<file path="config.mk">
export PLATFORM = sky130hd
export DESIGN_NAME = playfair_digraph_encryptor
export DESIGN_NICKNAME = d
export VERILOG_FILES = /design/src/sv/pfd_pkg.sv /design/src/sv/pfd_ctrl.sv /design/src/sv/pfd_datapath.sv /design/src/sv/playfair_digraph_encryptor.sv
export SDC_FILE = /design/constraint.sdc
export NUM_CORES = 1
export LEC_CHECK = 0
export ABC_CLOCK_PERIOD_IN_PS = 5000
export BUFFER_PORTS_ARGS = -buffer_cell sky130_fd_sc_hd__buf_2
export CAP_MARGIN = 30
export CELL_PAD_IN_SITES_DETAIL_PLACEMENT = 1
export CELL_PAD_IN_SITES_GLOBAL_PLACEMENT = 2
export CORE_MARGIN = 8
export CORE_UTILIZATION = 30
export CTS_CLUSTER_DIAMETER = 50
export DETAILED_ROUTE_END_ITERATION = 7
export PLACE_DENSITY_LB_ADDON = 0.2
export SLEW_MARGIN = 10
export SYNTH_ARGS = -nofsm -noshare
export SYNTH_HDL_FRONTEND = slang
export SYNTH_HIERARCHICAL = 1
export SYNTH_SLANG_ARGS = --single-unit
</file>
<file path="constraint.sdc">
create_clock -name clk_i -period 5 [get_ports clk_i]
set_input_delay 0.5 -clock clk_i [delete_from_list [all_inputs] [get_ports clk_i]]
set_output_delay 0.5 -clock clk_i [all_outputs]
set_load 0.03 [all_outputs]
</file>
<file path="src/sv/pfd_pkg.sv">
package pfd_pkg;

  // item kinds carried on tuser
  typedef enum logic [1:0] {
    KIND_KEY     = 2'd0,
    KIND_KEY_END = 2'd1,
    KIND_MSG     = 2'd2,
    KIND_MSG_END = 2'd3
  } kind_e;

  localparam int unsigned ALPHABET = 26;
  localparam int unsigned CELLS    = 25;

  localparam logic [4:0] LETTER_J    = 5'd9;
  localparam logic [4:0] LETTER_Q    = 5'd16;
  localparam logic [4:0] LETTER_X    = 5'd23;
  localparam logic [4:0] LETTER_LAST = 5'd25;
  localparam logic [4:0] CELL_COUNT  = 5'd25;
  localparam logic [2:0] SIDE_LAST   = 3'd4;

  // used set after reset: only J
  localparam logic [ALPHABET-1:0] USED_RESET = 26'h0000200;

  typedef struct packed {
    logic key_letter;  // place key letter (restart if square is ready)
    logic fill_start;  // clear alphabet scan
    logic fill_step;   // place scan letter if unused, advance scan
    logic pend_load;   // hold first letter of a digraph
    logic pair_msg;    // start digraph from pending + message letter
    logic pair_end;    // start digraph from pending + filler X
    logic cell_load;   // read square into output register
  } pfd_cmd_t;

  typedef struct packed {
    logic sq_ready;
    logic pend_valid;
    logic scan_last;
    logic out_busy;
  } pfd_status_t;

  // (v + 1) mod 5 for a row or column
  function automatic logic [2:0] next_mod5(input logic [2:0] v);
    logic [2:0] r;
    r = (v == SIDE_LAST) ? 3'd0 : v + 3'd1;
    return r;
  endfunction

  // row * 5 + column
  function automatic logic [4:0] cell_index(input logic [2:0] row, input logic [2:0] col);
    logic [4:0] r;
    r = {row, 2'b00} + {2'b00, row} + {2'b00, col};
    return r;
  endfunction

endpackage

</file>
<file path="src/sv/pfd_ctrl.sv">
module pfd_ctrl
  import pfd_pkg::*;
(
  input  logic        clk_i,
  input  logic        rst_ni,
  input  logic        s_valid_i,
  output logic        s_ready_o,
  input  kind_e       kind_i,
  input  logic [4:0]  letter_i,
  input  pfd_status_t status_i,
  output pfd_cmd_t    cmd_o
);

  typedef enum logic [2:0] {
    ST_IDLE = 3'b001,
    ST_FILL = 3'b010,
    ST_CELL = 3'b100
  } state_e;

  state_e state_q, state_d;
  logic   letter_ok;
  logic   take;

  assign letter_ok = (letter_i <= LETTER_LAST);
  assign s_ready_o = (state_q == ST_IDLE);
  assign take      = s_valid_i && s_ready_o;

  always_comb begin
    state_d = state_q;
    cmd_o   = '0;
    unique case (state_q)
      ST_IDLE: begin
        if (take) begin
          case (kind_i)
            KIND_KEY: begin
              cmd_o.key_letter = letter_ok;
            end
            KIND_KEY_END: begin
              if (!status_i.sq_ready) begin
                cmd_o.fill_start = 1'b1;
                state_d          = ST_FILL;
              end
            end
            KIND_MSG: begin
              if (status_i.sq_ready && letter_ok) begin
                if (status_i.pend_valid) begin
                  cmd_o.pair_msg = 1'b1;
                  state_d        = ST_CELL;
                end else begin
                  cmd_o.pend_load = 1'b1;
                end
              end
            end
            default: begin
              if (status_i.sq_ready && status_i.pend_valid) begin
                cmd_o.pair_end = 1'b1;
                state_d        = ST_CELL;
              end
            end
          endcase
        end
      end
      ST_FILL: begin
        cmd_o.fill_step = 1'b1;
        if (status_i.scan_last) begin
          state_d = ST_IDLE;
        end
      end
      ST_CELL: begin
        if (!status_i.out_busy) begin
          cmd_o.cell_load = 1'b1;
          state_d         = ST_IDLE;
        end
      end
      default: begin
        state_d = ST_IDLE;
      end
    endcase
  end

  always_ff @(posedge clk_i or negedge rst_ni) begin
    if (!rst_ni) begin
      state_q <= ST_IDLE;
    end else begin
      state_q <= state_d;
    end
  end

endmodule

</file>
<file path="src/sv/pfd_datapath.sv">
module pfd_datapath
  import pfd_pkg::*;
(
  input  logic        clk_i,
  input  logic        rst_ni,
  input  logic [4:0]  letter_i,
  input  pfd_cmd_t    cmd_i,
  output pfd_status_t status_o,
  input  logic        out_ready_i,
  output logic        out_valid_o,
  output logic [4:0]  cipher_first_o,
  output logic [4:0]  cipher_second_o
);

  // key square and letter position table
  logic [4:0] sq_mem  [CELLS];
  logic [5:0] pos_mem [ALPHABET];

  logic [ALPHABET-1:0] used_q, used_d, used_base;
  logic [4:0] fill_q, fill_d, fill_base;
  logic [2:0] row_q, row_d, row_base;
  logic [2:0] col_q, col_d, col_base;
  logic       ready_q, ready_d;
  logic       pend_valid_q, pend_valid_d;
  logic [4:0] pend_letter_q;
  logic [4:0] scan_q;
  logic       out_valid_q;
  logic [4:0] cipher_first_q, cipher_second_q;

  logic       restart;
  logic [4:0] place_letter;
  logic       place_en;
  logic       doubled;
  logic       pair;
  logic [4:0] pair_a, pair_b;

  logic [5:0] pos_a_q, pos_b_q;
  logic       a_is_j_q, b_is_j_q;
  logic [5:0] pos_a, pos_b;
  logic [2:0] r1, c1, r2, c2;
  logic [4:0] idx1, idx2;

  // placement: key letters and the key-end alphabet walk
  always_comb begin
    restart      = cmd_i.key_letter && ready_q;
    used_base    = restart ? USED_RESET : used_q;
    fill_base    = restart ? 5'd0 : fill_q;
    row_base     = restart ? 3'd0 : row_q;
    col_base     = restart ? 3'd0 : col_q;
    place_letter = cmd_i.fill_step ? scan_q : letter_i;
    place_en     = (cmd_i.key_letter || cmd_i.fill_step) && !used_base[place_letter]
                   && (fill_base < CELL_COUNT);

    used_d = used_q;
    fill_d = fill_q;
    row_d  = row_q;
    col_d  = col_q;
    if (cmd_i.key_letter || cmd_i.fill_step) begin
      used_d = used_base;
      fill_d = fill_base;
      row_d  = row_base;
      col_d  = col_base;
      if (place_en) begin
        used_d[place_letter] = 1'b1;
        fill_d = fill_base + 5'd1;
        if (col_base == SIDE_LAST) begin
          col_d = 3'd0;
          row_d = row_base + 3'd1;
        end else begin
          col_d = col_base + 3'd1;
        end
      end
    end
  end

  // digraph operands
  always_comb begin
    doubled = (pend_letter_q == letter_i);
    pair    = cmd_i.pair_msg || cmd_i.pair_end;
    pair_a  = pend_letter_q;
    if (cmd_i.pair_end) begin
      pair_b = LETTER_X;
    end else if (doubled) begin
      pair_b = (letter_i == LETTER_X) ? LETTER_Q : LETTER_X;
    end else begin
      pair_b = letter_i;
    end
  end

  always_comb begin
    ready_d = ready_q;
    if (restart) begin
      ready_d = 1'b0;
    end else if (cmd_i.fill_step && (scan_q == LETTER_LAST)) begin
      ready_d = 1'b1;
    end

    pend_valid_d = pend_valid_q;
    if (restart || cmd_i.pair_end) begin
      pend_valid_d = 1'b0;
    end else if (cmd_i.pend_load) begin
      pend_valid_d = 1'b1;
    end else if (cmd_i.pair_msg) begin
      pend_valid_d = doubled;  // doubled letter carries over
    end
  end

  always_ff @(posedge clk_i or negedge rst_ni) begin
    if (!rst_ni) begin
      used_q       <= USED_RESET;
      fill_q       <= 5'd0;
      row_q        <= 3'd0;
      col_q        <= 3'd0;
      ready_q      <= 1'b0;
      pend_valid_q <= 1'b0;
      scan_q       <= 5'd0;
      out_valid_q  <= 1'b0;
    end else begin
      used_q       <= used_d;
      fill_q       <= fill_d;
      row_q        <= row_d;
      col_q        <= col_d;
      ready_q      <= ready_d;
      pend_valid_q <= pend_valid_d;
      if (cmd_i.fill_start) begin
        scan_q <= 5'd0;
      end else if (cmd_i.fill_step) begin
        scan_q <= scan_q + 5'd1;
      end
      if (cmd_i.cell_load) begin
        out_valid_q <= 1'b1;
      end else if (out_ready_i) begin
        out_valid_q <= 1'b0;
      end
    end
  end

  always_ff @(posedge clk_i) begin
    if (cmd_i.pend_load) begin
      pend_letter_q <= letter_i;
    end
  end

  // position table: one write port, two registered reads
  always_ff @(posedge clk_i) begin
    if (place_en) begin
      pos_mem[place_letter] <= {row_base, col_base};
    end
    if (pair) begin
      pos_a_q  <= pos_mem[pair_a];
      pos_b_q  <= pos_mem[pair_b];
      a_is_j_q <= (pair_a == LETTER_J);
      b_is_j_q <= (pair_b == LETTER_J);
    end
  end

  // J is never placed and sits at row 0, column 0
  always_comb begin
    pos_a = a_is_j_q ? 6'd0 : pos_a_q;
    pos_b = b_is_j_q ? 6'd0 : pos_b_q;
    r1 = pos_a[5:3];
    c1 = pos_a[2:0];
    r2 = pos_b[5:3];
    c2 = pos_b[2:0];
    if (r1 == r2) begin
      idx1 = cell_index(r1, next_mod5(c1));
      idx2 = cell_index(r2, next_mod5(c2));
    end else if (c1 == c2) begin
      idx1 = cell_index(next_mod5(r1), c1);
      idx2 = cell_index(next_mod5(r2), c2);
    end else begin
      idx1 = cell_index(r1, c2);
      idx2 = cell_index(r2, c1);
    end
  end

  // key square: one write port, two reads straight into the output register
  always_ff @(posedge clk_i) begin
    if (place_en) begin
      sq_mem[fill_base] <= place_letter;
    end
    if (cmd_i.cell_load) begin
      cipher_first_q  <= sq_mem[idx1];
      cipher_second_q <= sq_mem[idx2];
    end
  end

  assign status_o.sq_ready   = ready_q;
  assign status_o.pend_valid = pend_valid_q;
  assign status_o.scan_last  = (scan_q == LETTER_LAST);
  assign status_o.out_busy   = out_valid_q && !out_ready_i;

  assign out_valid_o     = out_valid_q;
  assign cipher_first_o  = cipher_first_q;
  assign cipher_second_o = cipher_second_q;

endmodule

</file>
<file path="src/sv/playfair_digraph_encryptor.sv">
// Playfair digraph encryptor. Feed the key as key-letter items (tuser 0), then
// one key-end item (tuser 1), then the message as message-letter items (tuser 2)
// and a message-end item (tuser 3); letters are 0 = A .. 25 = Z in tdata.
// Key letters fill the 5x5 square in order of first appearance; J and repeats
// are dropped. Key end fills the free cells with the unused letters A..Z (no J).
// Message letters pair up; a doubled letter is split with X (Q when it is X)
// and the second one carries into the next pair; message end pads a lone letter
// with X. Each digraph gives one transfer on the master side. A key letter
// after the square is complete wipes it and starts a new key. Message items
// before the square is complete, and letter codes above 25, are dropped.
// Order: a key letter, an unpaired message letter and any dropped item are
// handled while idle. A completed digraph first reads the position table (two
// read ports) into registers, then reads the key square (two read ports) into
// the output register. Key end walks the alphabet, taking one letter per
// cycle and placing it if it is unused. A finished digraph waits in the output
// register while further items are taken; only the next digraph's square read
// waits for that register to drain.
module playfair_digraph_encryptor
  import pfd_pkg::*;
(
  input  logic        clk_i,
  input  logic        rst_ni,
  input  logic        s_axis_tvalid,
  output logic        s_axis_tready,
  input  logic [7:0]  s_axis_tdata,   // [4:0] letter, [7:5] zero
  input  logic [1:0]  s_axis_tuser,   // [1:0] kind
  output logic        m_axis_tvalid,
  input  logic        m_axis_tready,
  output logic [15:0] m_axis_tdata    // [4:0] cipher_first, [9:5] cipher_second, [15:10] zero
);

  pfd_cmd_t    cmd;
  pfd_status_t status;
  logic [4:0]  cipher_first;
  logic [4:0]  cipher_second;

  pfd_ctrl u_ctrl (
    .clk_i     (clk_i),
    .rst_ni    (rst_ni),
    .s_valid_i (s_axis_tvalid),
    .s_ready_o (s_axis_tready),
    .kind_i    (kind_e'(s_axis_tuser)),
    .letter_i  (s_axis_tdata[4:0]),
    .status_i  (status),
    .cmd_o     (cmd)
  );

  pfd_datapath u_datapath (
    .clk_i           (clk_i),
    .rst_ni          (rst_ni),
    .letter_i        (s_axis_tdata[4:0]),
    .cmd_i           (cmd),
    .status_o        (status),
    .out_ready_i     (m_axis_tready),
    .out_valid_o     (m_axis_tvalid),
    .cipher_first_o  (cipher_first),
    .cipher_second_o (cipher_second)
  );

  assign m_axis_tdata = {6'd0, cipher_second, cipher_first};

  // square read never overwrites a result that has not been transferred
  a_no_overwrite: assert property (@(posedge clk_i) disable iff (!rst_ni)
    cmd.cell_load |-> (!m_axis_tvalid || m_axis_tready))
    else $error("result overwritten before transfer");

  // a pending letter only exists once the square is complete
  a_pend_needs_square: assert property (@(posedge clk_i) disable iff (!rst_ni)
    status.pend_valid |-> status.sq_ready)
    else $error("pending letter without complete square");

  // a started digraph blocks input until its square read
  a_pair_blocks: assert property (@(posedge clk_i) disable iff (!rst_ni)
    (cmd.pair_msg || cmd.pair_end) |=> !s_axis_tready)
    else $error("input taken during digraph lookup");

  // a key letter on a complete square starts a new key
  a_restart: assert property (@(posedge clk_i) disable iff (!rst_ni)
    (cmd.key_letter && status.sq_ready) |=> (!status.sq_ready && !status.pend_valid))
    else $error("key restart did not clear square state");

endmodule

</file>
==> impl_metrics.ini <==
[pwr]
power.internal_mw = 5.85
p_sw_mw = 2.08
power_density_nw_per_um2 = 358
ir_drop_mv = 0.306
power_frac_seq = 0.456
p_sw_frac = 0.262
clockPowerShare = 0.430
power_frac_comb = 0.114
p_leak_nw = 8.19

[timing]
post-route-min-period_ns = 4.55
report.final.slew_viol_count = 0
fin_crit_sh = 0.910
clock_skew_ns = 0.0399
tightest_slew_ns = 0.969
maxSlewHeadroom = 0.350
rsz0062_at_grt = false
fin_setup_tns_ns = 0
timing.fmax_mhz = 220
setup_viol = 0
hold_violations = 0

[placed_design]
numPortBuffers = 22
place_area_um2 = 20500
dp_hpwl_um = 42100
place.gp.congestion = 0.804

[synthesis]
yosys.area.top_type = edfxtp_1
ys_types = 96
syn_inst = 1508
seq_area_frac_synth = 0.555
synth_edf_count = 310
avgSynthCellArea_um2 = 12.6
synth_flop_cell = edfxtp_1
ys_ff_latch = 358
synthArstFlopShare = 0.134
yosys-top-cells-area = edfxtp_1 (49%), mux4_2 (6.2%), dfrtp_1 (6.1%)
netlist_area_um2 = 19000
yosys_warnings = 6
yosysTopAreaCellShare = 0.491

[grt]
grt_max_degree = 49
antenna_found_initial = 2
first_global_vias = 13700
grt_util_all_layers = 0.170
grt.overflow.total = 0
grt_first_pass_wirelength_um = 90700

[outcome]
outcome = complete, no violations

[clocking]
cts_tree = built
cts_setup_buffers = 0
clkTransAtPathRegs_ns = 0.05
post_cts_resized = 0
cts_hold_buf = 0
numCtsBuffers = 48
cts-htree-levels = 2
cts_root_buf = clkbuf_16
clockBufferDepth = 3
cts.sinks = 358
clk_latency_ns = 0.61

[drt]
drt_pass1_iterations = 5
route.detailed.drc = 0
wire_per_inst_um = 24.7
wl_um = 61200
vias = 13100
ant_nets = 0
drt-initial-drc-count = 771
viasPerCell = 5.31

[final_layout]
fin_area_um2 = 22100
diodes = 0
area_delta_synth_final_pct = 16.8
nets = 1648
final.fill_count = 6671
drive_gt1_frac = 0.183

[flow_run]
max_cap_viol_count = 0

[floorplanning]
rows = 92
placeableCoreArea_um2 = 62700
die_w_um = 267
start_util = 0.302
die-area_um2 = 71500
die_y_um = 267
ios = 32

[min_path]
hold_path.class = input port to async pin

[worst_setup_path]
crit_type = flip-flop to flip-flop
required_ns = 5.32
r2r_setup_slack_ns = 0.45
start_kind = flip-flop
crit_fanout = 29
critPathArrivalTime_ns = 4.87
crit_path_end_kind = flip-flop
-- path summary, 6_finish.rpt --
kind | startpoint | end | depth (start not counted)
worst max-delay path | u_datapath/a_is_j_q | u_datapath/cipher_first_o[0] | 15
worst min register to register | u_datapath/used_q[21] | u_datapath/used_q[21] | 1
worst max register to register | u_datapath/a_is_j_q | u_datapath/cipher_first_o[0] | 15
worst min-delay path | rst_ni | u_datapath/used_q[22] | 2
min in group clk_i | s_axis_tdata[3] | u_datapath/pair_a[3] | 1
max in group asynchronous | rst_ni | u_ctrl/state_q[2] | 2
-- per-layer routing --
metal  vias to the layer above  global-route usage  wire, um
li1                       5996                   -         -
met2                       255               0.286     29600
met5                         -                   0        10
met4                         2              0.0590      1960
met1                      6765               0.223     27400
met3                       104              0.0243      2220
-- worst max-delay path: stages, from the launching register on --
cell and delay, ns:
edfxtp_1 0.37, and2b_1 0.36, inv_1 0.10, ha_1 0.22, nand3b_1 0.16, a21oi_1 0.24, ha_1 0.32, fa_1 0.59
o311ai_0 0.14, o211ai_1 0.14, and2_1 0.20, buf_12 0.21, mux2_2 0.37, a311oi_1 0.27, a221oi_1 0.17, or3_1 0.40
-- cell usage in the layout, fill, tap and decap left out, types with 9 or more instances in the layout --
cell type / Yosys / final
o21ai_0: 56 / 54
mux4_2: 52 / 52
mux4_1: 10 / 10
ha_1: 45 / 45
a211oi_1: 24 / 23
o221ai_1: 18 / 18
a21oi_1: 74 / 72
and2_1: 11 / 11
mux2_2: 11 / 11
nor3b_1: 11 / 9
inv_1: 38 / 38
nor2_1: 115 / 115
a2111oi_0: 10 / 10
nand2_1: 147 / 147
nor2b_1: 26 / 26
a221oi_1: 16 / 16
buf_2: 22 / 23
a21o_1: 28 / 28
xnor2_1: 11 / 11
o22ai_1: 18 / 18
a31oi_1: 13 / 13
nand3_1: 38 / 38
o21a_1: 14 / 14
buf_4: 21 / 93
xor2_1: 27 / 27
edfxtp_1: 310 / 310
clkbuf_16: 0 / 48
dfrtp_1: 46 / 46
clkbuf_1: 45 / 9
mux2i_1: 64 / 64
nor3_1: 20 / 20
-- flip-flops by register name, summed over array words and instances, names as in the netlist, 3 cells and up --
name / flops
u_datapath/scan_q: 5
u_datapath/pos_b_q: 6
u_datapath/row_q: 3
u_datapath/fill_q: 5
u_datapath/used_q: 26
u_ctrl/state_q: 3
u_datapath/sq_mem: 125
u_datapath/pos_a_q: 6
u_datapath/cipher_second_o: 5
u_datapath/pos_mem: 156
u_datapath/pair_a: 5
u_datapath/col_q: 3
u_datapath/cipher_first_o: 5
-- layout make-up --
class	instances	area [um2]	area share
clock buffer	57	1230	0.0558
clock inverter	32	342	0.0154
inverter	38	143	0.00644
multi-input combinational	1018	7890	0.357
sequential	358	10500	0.475
tap	846	1060	0.0478
timing repair buffer	123	951	0.0430
-- through the flow --
stage | cells | hold slack, ns | utilization | power, mW | setup slack [ns]
floorplan | 1513 | 0.204 | - | 4.20 | 0.883
global placement | 2378 | 0.456 | 0.327 | 4.55 | 0.352
detailed placement | 2381 | 0.464 | 0.327 | 4.57 | 0.424
CTS | 2470 | 0.0346 | 0.352 | 8.02 | 0.375
global route | 2472 | 0.0872 | 0.353 | 8.22 | 0.111
finish | 2472 | 0.0404 | 0.353 | 7.92 | 0.450
-- logic make-up (layout without fill, tap and decap cells) --
| logic type | after synthesis | after routing | synth area share |
|---|---|---|---|
| flops | 358 | 358 | 0.555 |
| simple gates | 434 | 434 | 0.112 |
| mux | 139 | 139 | 0.117 |
| fa+ha+maj | 51 | 51 | 0.0339 |
| other cells | 1 | 6 | 0.000198 |
| compound gates | 348 | 348 | 0.128 |
| buf+inv | 137 | 250 | 0.0349 |
| xor+xnor | 40 | 40 | 0.0193 |
-- cells in the mapped netlist (all sizes together), types with 16 or more instances --
| library cell | count |
|---|---|
| a21o | 28 |
| mux2i | 65 |
| and2 | 16 |
| mux4 | 62 |
| nand3 | 38 |
| edfxtp | 310 |
| ha | 45 |
| o221ai | 18 |
| a221oi | 16 |
| a21oi | 75 |
| inv | 38 |
| xor2 | 27 |
| dfrtp | 46 |
| o21ai | 59 |
| nand2 | 147 |
| nor3 | 22 |
| buf | 54 |
| clkbuf | 45 |
| a211oi | 25 |
| o22ai | 18 |
| nor2 | 115 |
| nor2b | 26 |
-- power groups by stage --
stage	logic [mW]	registers, mW	clock network (mW)
CTS	0.899	3.61	3.51
detailed placement	0.893	3.68	0
finish	0.905	3.61	3.41
floorplan	0.569	3.63	0
global route	1.00	3.63	3.59
global placement	0.873	3.67	0
Power figures use the tool's default switching activity.
